--- src/sfc_pkg.sv ---
// Shared constants and types for the serial frame collector.
// No dependencies; imported by the store, collection, emission and top-level modules.
package sfc_pkg;

    localparam int FRAME_BYTES = 32;
    localparam int ADDR_W      = $clog2(FRAME_BYTES);
    localparam int CNT_W       = $clog2(FRAME_BYTES + 1);
    localparam int BYTE_W      = 8;
    localparam int IDX_W       = 5;
    localparam int CMP_W       = (CNT_W > BYTE_W) ? CNT_W : BYTE_W;
    localparam int MIN_HELD    = 8;

    localparam logic [BYTE_W-1:0] CR_BYTE      = 8'h0D;
    localparam logic [BYTE_W-1:0] LF_BYTE      = 8'h0A;
    localparam logic [BYTE_W-1:0] VERSION_RST  = 8'h01;

    typedef enum logic {
        EM_IDLE,
        EM_READ
    } emit_state_t;

    typedef struct packed {
        logic              we;
        logic [ADDR_W-1:0] addr;
        logic [BYTE_W-1:0] data;
    } ram_wr_t;

    typedef struct packed {
        logic             start;
        logic [CNT_W-1:0] len;
    } emit_req_t;

endpackage

--- src/sfc_frame_ram.sv ---
// Frame store: one write port, one registered read port.
// Depends on sfc_pkg for depth and widths.
module sfc_frame_ram (
    input  logic                         aclk,
    input  sfc_pkg::ram_wr_t             wr,
    input  logic                         rd_en,
    input  logic [sfc_pkg::ADDR_W-1:0]   rd_addr,
    output logic [sfc_pkg::BYTE_W-1:0]   rd_data
);
    import sfc_pkg::*;

    logic [BYTE_W-1:0] mem [FRAME_BYTES];
    logic [BYTE_W-1:0] rd_data_reg;

    always_ff @(posedge aclk) begin
        if (wr.we) begin
            mem[wr.addr] <= wr.data;
        end
    end

    always_ff @(posedge aclk) begin
        if (rd_en) begin
            rd_data_reg <= mem[rd_addr];
        end
    end

    assign rd_data = rd_data_reg;

endmodule

--- src/sfc_collect.sv ---
// Collection side: fill count, header copies and the frame check per item.
// Depends on sfc_pkg; drives the frame store write port and the emit request.
module sfc_collect (
    input  logic                        aclk,
    input  logic                        aresetn,
    input  logic                        s_tvalid,
    input  logic                        s_tready,
    input  logic [sfc_pkg::BYTE_W-1:0]  rx_byte,
    input  logic                        cfg_wr_en,
    input  logic [sfc_pkg::BYTE_W-1:0]  cfg_wr_data,
    output sfc_pkg::ram_wr_t            wr,
    output sfc_pkg::emit_req_t          req
);
    import sfc_pkg::*;

    logic [CNT_W-1:0]  fill_reg, fill_next;
    logic [BYTE_W-1:0] byte0_reg, len_reg, prev_reg, ver_reg;
    logic              acc;
    logic [CNT_W-1:0]  fill_new;
    logic [BYTE_W-1:0] len_eff;
    logic              frame_ok, drop;

    always_comb begin
        acc      = s_tvalid && s_tready;
        fill_new = fill_reg + CNT_W'(1);
        // length byte is the current item when it lands in slot 1
        len_eff  = (fill_reg == CNT_W'(1)) ? rx_byte : len_reg;
        frame_ok = (fill_reg != '0)
                && (CMP_W'(len_eff) == CMP_W'(fill_new))
                && (prev_reg == CR_BYTE)
                && (rx_byte == LF_BYTE)
                && (byte0_reg == ver_reg);
        drop     = (fill_new > CNT_W'(MIN_HELD))
                && ((CMP_W'(fill_new) >= CMP_W'(len_eff))
                    || (fill_new == CNT_W'(FRAME_BYTES)));
        fill_next = fill_reg;
        if (acc) begin
            fill_next = (frame_ok || drop) ? '0 : fill_new;
        end
        wr.we     = acc;
        wr.addr   = fill_reg[ADDR_W-1:0];
        wr.data   = rx_byte;
        req.start = acc && frame_ok;
        req.len   = fill_new;
    end

    always_ff @(posedge aclk) begin
        if (!aresetn) begin
            fill_reg <= '0;
            ver_reg  <= VERSION_RST;
        end else begin
            fill_reg <= fill_next;
            if (cfg_wr_en) begin
                ver_reg <= cfg_wr_data;
            end
        end
    end

    always_ff @(posedge aclk) begin
        if (acc) begin
            prev_reg <= rx_byte;
            if (fill_reg == '0) begin
                byte0_reg <= rx_byte;
            end
            if (fill_reg == CNT_W'(1)) begin
                len_reg <= rx_byte;
            end
        end
    end

endmodule

--- src/sfc_emit.sv ---
// Emission side: reads a completed frame out of the store into the output register.
// Depends on sfc_pkg; drives the frame store read port.
module sfc_emit (
    input  logic                        aclk,
    input  logic                        aresetn,
    input  sfc_pkg::emit_req_t          req,
    output logic                        busy,
    output logic                        rd_en,
    output logic [sfc_pkg::ADDR_W-1:0]  rd_addr,
    input  logic [sfc_pkg::BYTE_W-1:0]  rd_data,
    output logic                        m_tvalid,
    input  logic                        m_tready,
    output logic [sfc_pkg::BYTE_W-1:0]  frame_byte,
    output logic [sfc_pkg::IDX_W-1:0]   byte_index,
    output logic                        last_byte
);
    import sfc_pkg::*;

    emit_state_t       state_reg, state_next;
    logic [CNT_W-1:0]  rd_idx_reg, rd_idx_next;
    logic [CNT_W-1:0]  len_reg, len_next;
    logic              pend_reg;
    logic [CNT_W-1:0]  pend_idx_reg;
    logic              pend_last_reg;
    logic              out_valid_reg, out_valid_next;
    logic [BYTE_W-1:0] out_byte_reg;
    logic [IDX_W-1:0]  out_idx_reg;
    logic              out_last_reg;
    logic              issue, at_last;

    always_comb begin
        state_next  = state_reg;
        rd_idx_next = rd_idx_reg;
        len_next    = len_reg;
        issue       = 1'b0;
        at_last     = (rd_idx_reg == len_reg - CNT_W'(1));
        unique case (state_reg)
            EM_IDLE: begin
                if (req.start) begin
                    state_next  = EM_READ;
                    rd_idx_next = '0;
                    len_next    = req.len;
                end
            end
            EM_READ: begin
                // one read in flight; issue once the output slot frees up
                if (!pend_reg && (!out_valid_reg || m_tready)) begin
                    issue       = 1'b1;
                    rd_idx_next = rd_idx_reg + CNT_W'(1);
                    if (at_last) begin
                        state_next = EM_IDLE;
                    end
                end
            end
            default: state_next = EM_IDLE;
        endcase
        out_valid_next = out_valid_reg;
        if (pend_reg) begin
            out_valid_next = 1'b1;
        end else if (m_tready) begin
            out_valid_next = 1'b0;
        end
    end

    always_ff @(posedge aclk) begin
        if (!aresetn) begin
            state_reg     <= EM_IDLE;
            pend_reg      <= 1'b0;
            out_valid_reg <= 1'b0;
        end else begin
            state_reg     <= state_next;
            pend_reg      <= issue;
            out_valid_reg <= out_valid_next;
        end
    end

    always_ff @(posedge aclk) begin
        rd_idx_reg <= rd_idx_next;
        len_reg    <= len_next;
        if (issue) begin
            pend_idx_reg  <= rd_idx_reg;
            pend_last_reg <= at_last;
        end
        if (pend_reg) begin
            out_byte_reg <= rd_data;
            out_idx_reg  <= IDX_W'(pend_idx_reg);
            out_last_reg <= pend_last_reg;
        end
    end

    assign busy       = (state_reg == EM_READ);
    assign rd_en      = issue;
    assign rd_addr    = rd_idx_reg[ADDR_W-1:0];
    assign m_tvalid   = out_valid_reg;
    assign frame_byte = out_byte_reg;
    assign byte_index = out_idx_reg;
    assign last_byte  = out_last_reg;

endmodule

--- src/serial_frame_collector_top.sv ---
// Top level of the serial frame collector: collection, frame store and emission.
// Depends on sfc_pkg, sfc_collect, sfc_frame_ram and sfc_emit.
//
// Received bytes are taken one per cycle and written into a 32-byte frame store.
// Byte 0 carries the version, byte 1 the total length; a frame whose fill count
// reaches that length, ends in CR LF and starts with the configured version is
// sent out byte by byte with its index and a tlast on the final byte, and the
// store is emptied. A store holding more than 8 bytes that reaches the length or
// its capacity without a match is dropped. Input is accepted every cycle while
// collecting; once a frame completes, s_tready stays low from the next cycle until
// the read of its last byte is issued, which takes longer under output stalls.
// Emission keeps a single read of the store outstanding, with registered data, so
// it does not issue the next byte's read until the last one's data has landed.
// The store needs no clearing pass after reset. expected_version resets to 1.
module serial_frame_collector_top (
    input  logic        aclk,
    input  logic        aresetn,
    input  logic        s_tvalid,
    output logic        s_tready,
    input  logic [7:0]  s_tdata,     // [7:0] rx_byte
    output logic        m_tvalid,
    input  logic        m_tready,
    output logic [15:0] m_tdata,     // [7:0] frame_byte, [12:8] byte_index, [15:13] zero
    output logic        m_tlast,     // last_byte
    input  logic        cfg_wr_en,
    input  logic [7:0]  cfg_wr_data  // expected_version
);
    import sfc_pkg::*;

    ram_wr_t           wr;
    emit_req_t         req;
    logic              busy;
    logic              rd_en;
    logic [ADDR_W-1:0] rd_addr;
    logic [BYTE_W-1:0] rd_data;
    logic [BYTE_W-1:0] frame_byte;
    logic [IDX_W-1:0]  byte_index;

    assign s_tready = !busy;

    sfc_collect u_collect (
        .aclk        (aclk),
        .aresetn     (aresetn),
        .s_tvalid    (s_tvalid),
        .s_tready    (s_tready),
        .rx_byte     (s_tdata),
        .cfg_wr_en   (cfg_wr_en),
        .cfg_wr_data (cfg_wr_data),
        .wr          (wr),
        .req         (req)
    );

    sfc_frame_ram u_ram (
        .aclk    (aclk),
        .wr      (wr),
        .rd_en   (rd_en),
        .rd_addr (rd_addr),
        .rd_data (rd_data)
    );

    sfc_emit u_emit (
        .aclk       (aclk),
        .aresetn    (aresetn),
        .req        (req),
        .busy       (busy),
        .rd_en      (rd_en),
        .rd_addr    (rd_addr),
        .rd_data    (rd_data),
        .m_tvalid   (m_tvalid),
        .m_tready   (m_tready),
        .frame_byte (frame_byte),
        .byte_index (byte_index),
        .last_byte  (m_tlast)
    );

    assign m_tdata = {3'b000, byte_index, frame_byte};

endmodule

--- config.mk ---
export PLATFORM = sky130hd
export DESIGN_NAME = serial_frame_collector_top
export DESIGN_NICKNAME = d
export VERILOG_FILES = /design/src/sfc_pkg.sv /design/src/sfc_frame_ram.sv /design/src/sfc_collect.sv /design/src/sfc_emit.sv /design/src/serial_frame_collector_top.sv
export SDC_FILE = /design/constraint.sdc
export NUM_CORES = 1
export LEC_CHECK = 0
export ABC_CLOCK_PERIOD_IN_PS = 4800
export BUFFER_PORTS_ARGS = -buffer_cell sky130_fd_sc_hd__buf_2
export CAP_MARGIN = 15
export CORE_MARGIN = 2
export CORE_UTILIZATION = 55
export CTS_CLUSTER_DIAMETER = 60
export DETAILED_ROUTE_END_ITERATION = 8
export HOLD_SLACK_MARGIN = 0.03
export PLACE_DENSITY = 0.73
export SYNTH_ARGS = -nofsm -noshare
export SYNTH_HDL_FRONTEND = slang
export SYNTH_SLANG_ARGS = --single-unit
--- constraint.sdc ---
create_clock -name aclk -period 4.8 [get_ports aclk]
set_input_delay 0.24 -clock aclk [delete_from_list [all_inputs] [get_ports aclk]]
set_output_delay 0.24 -clock aclk [all_outputs]
set_load 0.03 [all_outputs]
### After elaboration in Yosys (flattened, before gate mapping)

Memories as Yosys holds them, arrays and structs flattened. A register that Yosys moved wholly into a read port is not among the register bits.
Cells that the tools add are included.

| storage, ports and cells | value |
|---|---|
| bits in registers | 73 |
| RAM bits | 256 |
| input bits | 21 |
| output and inout bits | 19 |
| logic and storage cells | 66 |
| memories kept | 1 |

| operators by class | value |
|---|---|
| $add $sub $neg | 3 |
| $lt $le $gt $ge | 2 |
| equality and inequality tests | 9 |
| muxes and demuxes | 15 |
| bitwise operators | 1 |
| reduce and logical (&&, ||, !) cells | 20 |

Memories:

| name | words | width | read ports | clocked after Yosys merged registers in | wr ports | RTL line | source |
|---|---|---|---|---|---|---|---|
| u_ram.mem | 32 | 8 | 1 | 1 | 1 | sfc_frame_ram.sv:12 | `logic [BYTE_W-1:0] mem [FRAME_BYTES];` |

Operator list:

| kind | count |
|---|---|
| $mux W6 | 3 |
| $eq A8 B4 Y1 const B | 2 |
| $add A6 B1 Y6 const B | 2 |
| $pmux W6 S2 | 1 |
| $mux W1 | 9 |
| $eq A8 B6 Y1 | 1 |
| $eq A8 B8 Y1 | 1 |
| $ge A6 B8 Y1 | 1 |
| $logic_and A1 B1 Y1 | 8 |
| $mux W8 | 1 |
| $eq A6 B1 Y1 const B | 1 |
| $eq A6 B6 Y1 | 1 |
| $eq A6 B6 Y1 const B | 1 |
| $gt A6 B4 Y1 const B | 1 |
| $logic_not A6 Y1 | 1 |
| $reduce_and A2 Y1 | 3 |
| $reduce_bool A6 Y1 | 1 |
| $sub A6 B1 Y6 const B | 1 |
| $ne A2 B2 Y1 const B | 2 |
| $logic_not A1 Y1 | 3 |
| $logic_or A1 B1 Y1 | 3 |
| $pmux W1 S2 | 1 |
| $reduce_bool A2 Y1 | 1 |
| $not A1 Y1 | 1 |

### Longest topological paths before layout

| depth | value |
|---|---|
| depth after elaboration | 10 |
| gate-level depth with buffers | 11 |

### Hierarchy

A second synthesis with hierarchy kept.

| second synthesis, totals | value |
|---|---|
| cell total of the unflattened synthesis | 692 |
| area total of the unflattened synthesis | 13609.3 µm² |

Modules (own cells, without submodules):

| module | times used | cells an instance | area an instance (µm²) | sequential area each (µm²) |
|---|---|---|---|---|
| sfc_frame_ram | 1 | 417 | 10133.5 | 7927.6 |
| sfc_collect | 1 | 182 | 2057.0 | 1001.0 |
| sfc_emit | 1 | 88 | 1388.8 | 1021.0 |
| serial_frame_collector_top | 1 | 5 | 30.0 | 0.0 |

### Worst setup path before layout

Ideal clock, no wire load.

| path | value |
|---|---|
| kind | reg-to-reg |
| from | register u_collect.fill_reg[1] |
| to | register u_emit.rd_idx_reg[0], enable pin |
| data arrival time | 3.163 ns |
| data required time | 4.482 ns |
| path slack | 1.318 ns |
| cell stages (with the launch flop) | 11 |
| path buffers | 0 |
| period minus slack after synthesis | 3.482 ns |
| cells stage by stage | dfxtp_1 > inv_1 > ha_1 > nand2_1 > mux2_2 > ha_1 > and4b_1 > nand4_1 > or4_1 > nor3_2 > or2_1 |

| between the ends | value |
|---|---|
| cells in the longest elaborated chain, start to end | 10 |
| elaborated cells between the ends (all ways) | 12 |
| classes of those cells | 1 x add/sub; 3 x eq/ne; 1 x mux; 7 x reduce/logical |

Ends and longest elaborated chain:

| element | RTL line | source |
|---|---|---|
| from (decl) | sfc_collect.sv:16 | `logic [CNT_W-1:0] fill_reg, fill_next;` |
| from (signal assigned) | sfc_collect.sv:52 | `fill_reg <= fill_next;` |
| $eq A6 B1 Y1 | sfc_collect.sv:27 | `len_eff = (fill_reg == CNT_W'(1)) ? rx_byte : len_reg;` |
| $mux W8 | sfc_collect.sv:27 |  |
| net u_collect.len_eff[0] | sfc_collect.sv:20 | `logic [BYTE_W-1:0] len_eff;` |
| $eq A8 B6 Y1 | sfc_collect.sv:29 | `&& (CMP_W'(len_eff) == CMP_W'(fill_new))` |
| $logic_and A1 B1 Y1 | sfc_collect.sv:29 |  |
| $logic_and A1 B1 Y1 | sfc_collect.sv:30 | `&& (prev_reg == CR_BYTE)` |
| $logic_and A1 B1 Y1 | sfc_collect.sv:31 | `&& (rx_byte == LF_BYTE)` |
| $logic_and A1 B1 Y1 | sfc_collect.sv:32 | `&& (byte0_reg == ver_reg);` |
| $logic_and A1 B1 Y1 | sfc_collect.sv:43 | `req.start = acc && frame_ok;` |
| $ne A2 B2 Y1 (no line) | - |  |
| $reduce_and A2 Y1 (no line) | - |  |
| to (signal assigned) | sfc_emit.sv:78 | `rd_idx_reg <= rd_idx_next;` |
| to (decl) | sfc_emit.sv:20 | `logic [CNT_W-1:0] rd_idx_reg, rd_idx_next;` |

The timed path passes the listed nets, and every way through them passes these cells.
A chain may end at the register's enable or synchronous reset.

### Worst setup path in the final report

| path | value |
|---|---|
| from | register u_collect.fill_reg[2] |
| to | register u_emit.rd_idx_reg[2], enable pin |

| between the ends | value |
|---|---|
| cells in the longest elaborated chain, start to end | 10 |
| elaborated cells between the ends (all ways) | 12 |
| classes of those cells | 1 x add/sub; 3 x eq/ne; 1 x mux; 7 x reduce/logical |

Ends and longest elaborated chain:

| element | RTL line |
|---|---|
| branches (longest 3 deep; another with $add A6 B1 Y6) | - |
| $logic_and A1 B1 Y1 * | sfc_collect.sv:29 |
| $logic_and A1 B1 Y1 * | sfc_collect.sv:30 |
| $logic_and A1 B1 Y1 * | sfc_collect.sv:31 |
| $logic_and A1 B1 Y1 * | sfc_collect.sv:32 |
| $logic_and A1 B1 Y1 * | sfc_collect.sv:43 |
| $ne A2 B2 Y1 (no line) * | - |
| $reduce_and A2 Y1 (no line) * | - |

Mark *: on every way between the ends.

==> flow_summary_export.csv <==
group,metric,value,unit
critical_path,startpoint_type,"flip-flop",
clock_tree,cts_resized,0,
yosys,ys.flop_type,"edfxtp_1",
finish,top_register,"u_ram.mem",
detailed_routing,ant_nets,0,
clock_tree,path_clk_slew,0.06,ns
finish,nNetsFinal,764,
die,dieHeight,160.2,um
yosys,synth_edf_count,320,
timing,rsz0062_at_grt,"no",
yosys,synth.cell_area,13420,um2
detailed_routing,finalWirelength,25.94,mm
yosys,synth.largest_area_cell,"edfxtp_1",
clock_tree,clock_latency,0.52,ns
clock_tree,cts.sinks,337,
grt,grt_first_pass_wirelength,40.41,mm
finish,area_growth,12.78,%
power_and_ir_drop,fin_total_pwr,6.099,mW
critical_path,slowest_delay,0.56,ns
detailed_routing,drtPass1Iterations,5,
grt,grt_antenna_before_repair,0,
yosys,yosys_warnings,0,
critical_path,cp_top_family,"simple AND/OR/NAND/NOR gates",
power_and_ir_drop,leakage,4.879,nW
critical_path,crit_path_end_kind,"flip-flop",
clock_tree,cts_buffers,34,
critical_path,crit_path_max_fanout,17,
detailed_routing,viasPerCell,6.038,
run,max-cap-violations,0,
finish,largest_register_ffs,256,
grt,first_global_vias,6720,
min_path,hold_class,"in -> reg",
grt,grt_max_degree,38,
yosys,ys_seq_area_share,74.17,%
timing,final-setup-viol-count,0,
yosys,synthTopCellsByArea,"edfxtp_1 (72%), mux4_2 (13%), dfxtp_1 (2.5%)",
clock_tree,cts_htree_levels,2,
critical_path,critPathArrivalTime,4.17,ns
finish,final_cell_count_no_fill,1079,
place,gp_congestion,0.9184,
yosys,synth_top_area_share,71.63,%
yosys,synthArstFlopShare,0,%
timing,fin_crit_sh,83.06,%
timing,maxSlewViolCount,0,
die,die_area,25660,um2
power_and_ir_drop,power_density,403.1,nW/um2
critical_path,path_cells,"nor4_4, nand2_1, mux2i_1, ha_1, nor4b_1, nand4_1, or4_1, nor3_2, or2_1",
critical_path,crit_type,"reg -> reg",
die,ios,40,
yosys,synthCells,674,
timing,fin_worst_skew,0.02295,ns
finish,fin_util,62.76,%
die,core,24110,um2
finish,n_antenna_cell,0,
clock_tree,cts_tree,"yes",
outcome,status,"finished, final reports clean",
place,hpwlAfterDp,16.19,mm
finish,drive_above_1_share,25.17,%
critical_path,crit_slowest_cell,"or4_1",
critical_path,worst-path-buf-inv,0,
place,port-buffer-count,36,
clock_tree,clock-root-buffer,"clkbuf_16",
power_and_ir_drop,vdd_ir_drop_max,0.2961,mV
timing,post-route-min-period,3.987,ns
place,dpl_cell_area,13910,um2
yosys,post-synth-top-count-cell,"edfxtp_1",
place,dpl.cell_count,1011,
timing,finalSetupTns,0,ns
clock_tree,cts_buffer_depth,3,
timing,timing.final.hold_violations,0,
detailed_routing,drc,0,
grt,track_usage,21.03,%
timing,relSlewSlack,22.18,%
yosys,synth_seq_cells,337,
grt,overflow,0,
detailed_routing,drt_iter0_markers,791,
finish,fin_area,15130,um2
finish,multi_input_area,3242,um2
finish,fillers,1653,
timing,fmax,250.8,MHz
detailed_routing,via_count,6515,
detailed_routing,wl_per_cell,24.04,um
finish,seq_area,9950,um2
timing,tightest_slew,1.167,ns
yosys,yosys.cell_types.count,53,
die,rows,57,
yosys,synth_area_per_cell,19.90,um2
die,start_util,55.65,%
yosys,synth_common_cells,"edfxtp_1 (320), mux4_2 (80), nor2_1 (47)",
die,dieWidth,160.2,um
critical_path,cp_data_required_time,4.99,ns
-- what timing repair did --
action,CTS,global route
hold buffers,8,0
endpoints found under the hold margin,8,0
buffers inserted,0,0
-- layout make-up --
type / instances / share of cell area, %
timing repair buffer: 53 / 2.249
clock inverter: 14 / 1.125
tap: 324 / 2.679
multi-input combinational: 291 / 21.43
clock buffer: 46 / 6.409
sequential: 337 / 65.76
inverter: 14 / 0.3473
-- final timing paths --
kind	end	from	depth (start not counted)	slack, ns
setup / recovery	u_emit.rd_idx_reg[2]$_SDFFCE_PN0P_	u_collect.fill_reg[2]$_SDFFE_PN0P_	9	0.81
hold / removal	u_collect.ver_reg[0]$_SDFFE_PN1P_	aresetn	2	0.09
setup reg to reg	u_emit.rd_idx_reg[2]$_SDFFCE_PN0P_	u_collect.fill_reg[2]$_SDFFE_PN0P_	9	0.81
hold reg to reg	u_emit.byte_index[0]$_DFFE_PP_	u_emit.pend_idx_reg[0]$_DFFE_PP_	0	0.42
-- metal layers --
| metal | vias up | global-route usage (%) | wire (um) |
|---|---|---|---|
| met5 | - | 0 | 0 |
| met4 | 0 | 5.938 | 575 |
| met3 | 46 | 3.844 | 1420 |
| met2 | 229 | 33.86 | 12510 |
| met1 | 3399 | 30.16 | 11430 |
| li1 | 2841 | - | - |
-- kinds of logic (layout without fill, tap and decap cells) --
kind of cell | after synthesis | in the layout | synth area share, %
flip-flops | 337 | 337 | 74.17
AND/OR/NAND/NOR | 116 | 116 | 4.412
multiplexers | 104 | 104 | 15.32
buffers and inverters | 48 | 127 | 1.725
AO/OA/AOI/OAI | 32 | 32 | 1.660
XOR/XNOR | 24 | 24 | 1.567
adder cells (fa/ha/maj) | 12 | 12 | 1.119
other | 1 | 3 | 0.02795
-- through the flow --
stage               worst slack [ns]  hold WS, ns
detailed placement            0.8113       0.4045
global route                  0.6110       0.1132
floorplan                      1.318       0.3389
finish                        0.8133      0.09062
global placement              0.9655       0.4066
CTS                           0.8058      0.06762
-- cell usage in the layout (no fill, tap or decap), types with 6 or more instances in the layout --
master,count
dfxtp_1,17
xnor2_1,20
inv_1,13
nor2_1,47
clkbuf_16,37
buf_4,8
mux4_2,80
ha_1,12
nor3_1,6
clkbuf_1,8
nand3_1,14
mux2_2,11
mux2i_1,13
nand2_1,17
dlygate4sd3_1,8
buf_2,36
clkinv_2,6
edfxtp_1,320
o21ai_0,7
-- power breakdown --
group | switching (mW) | internal (mW) | total, mW
clock network | 1.04 | 1.63 | 2.67
logic | 0.108 | 0.0503 | 0.159
registers | 0.0170 | 3.25 | 3.27
No activity file was read; power rests on OpenSTA's default activity.
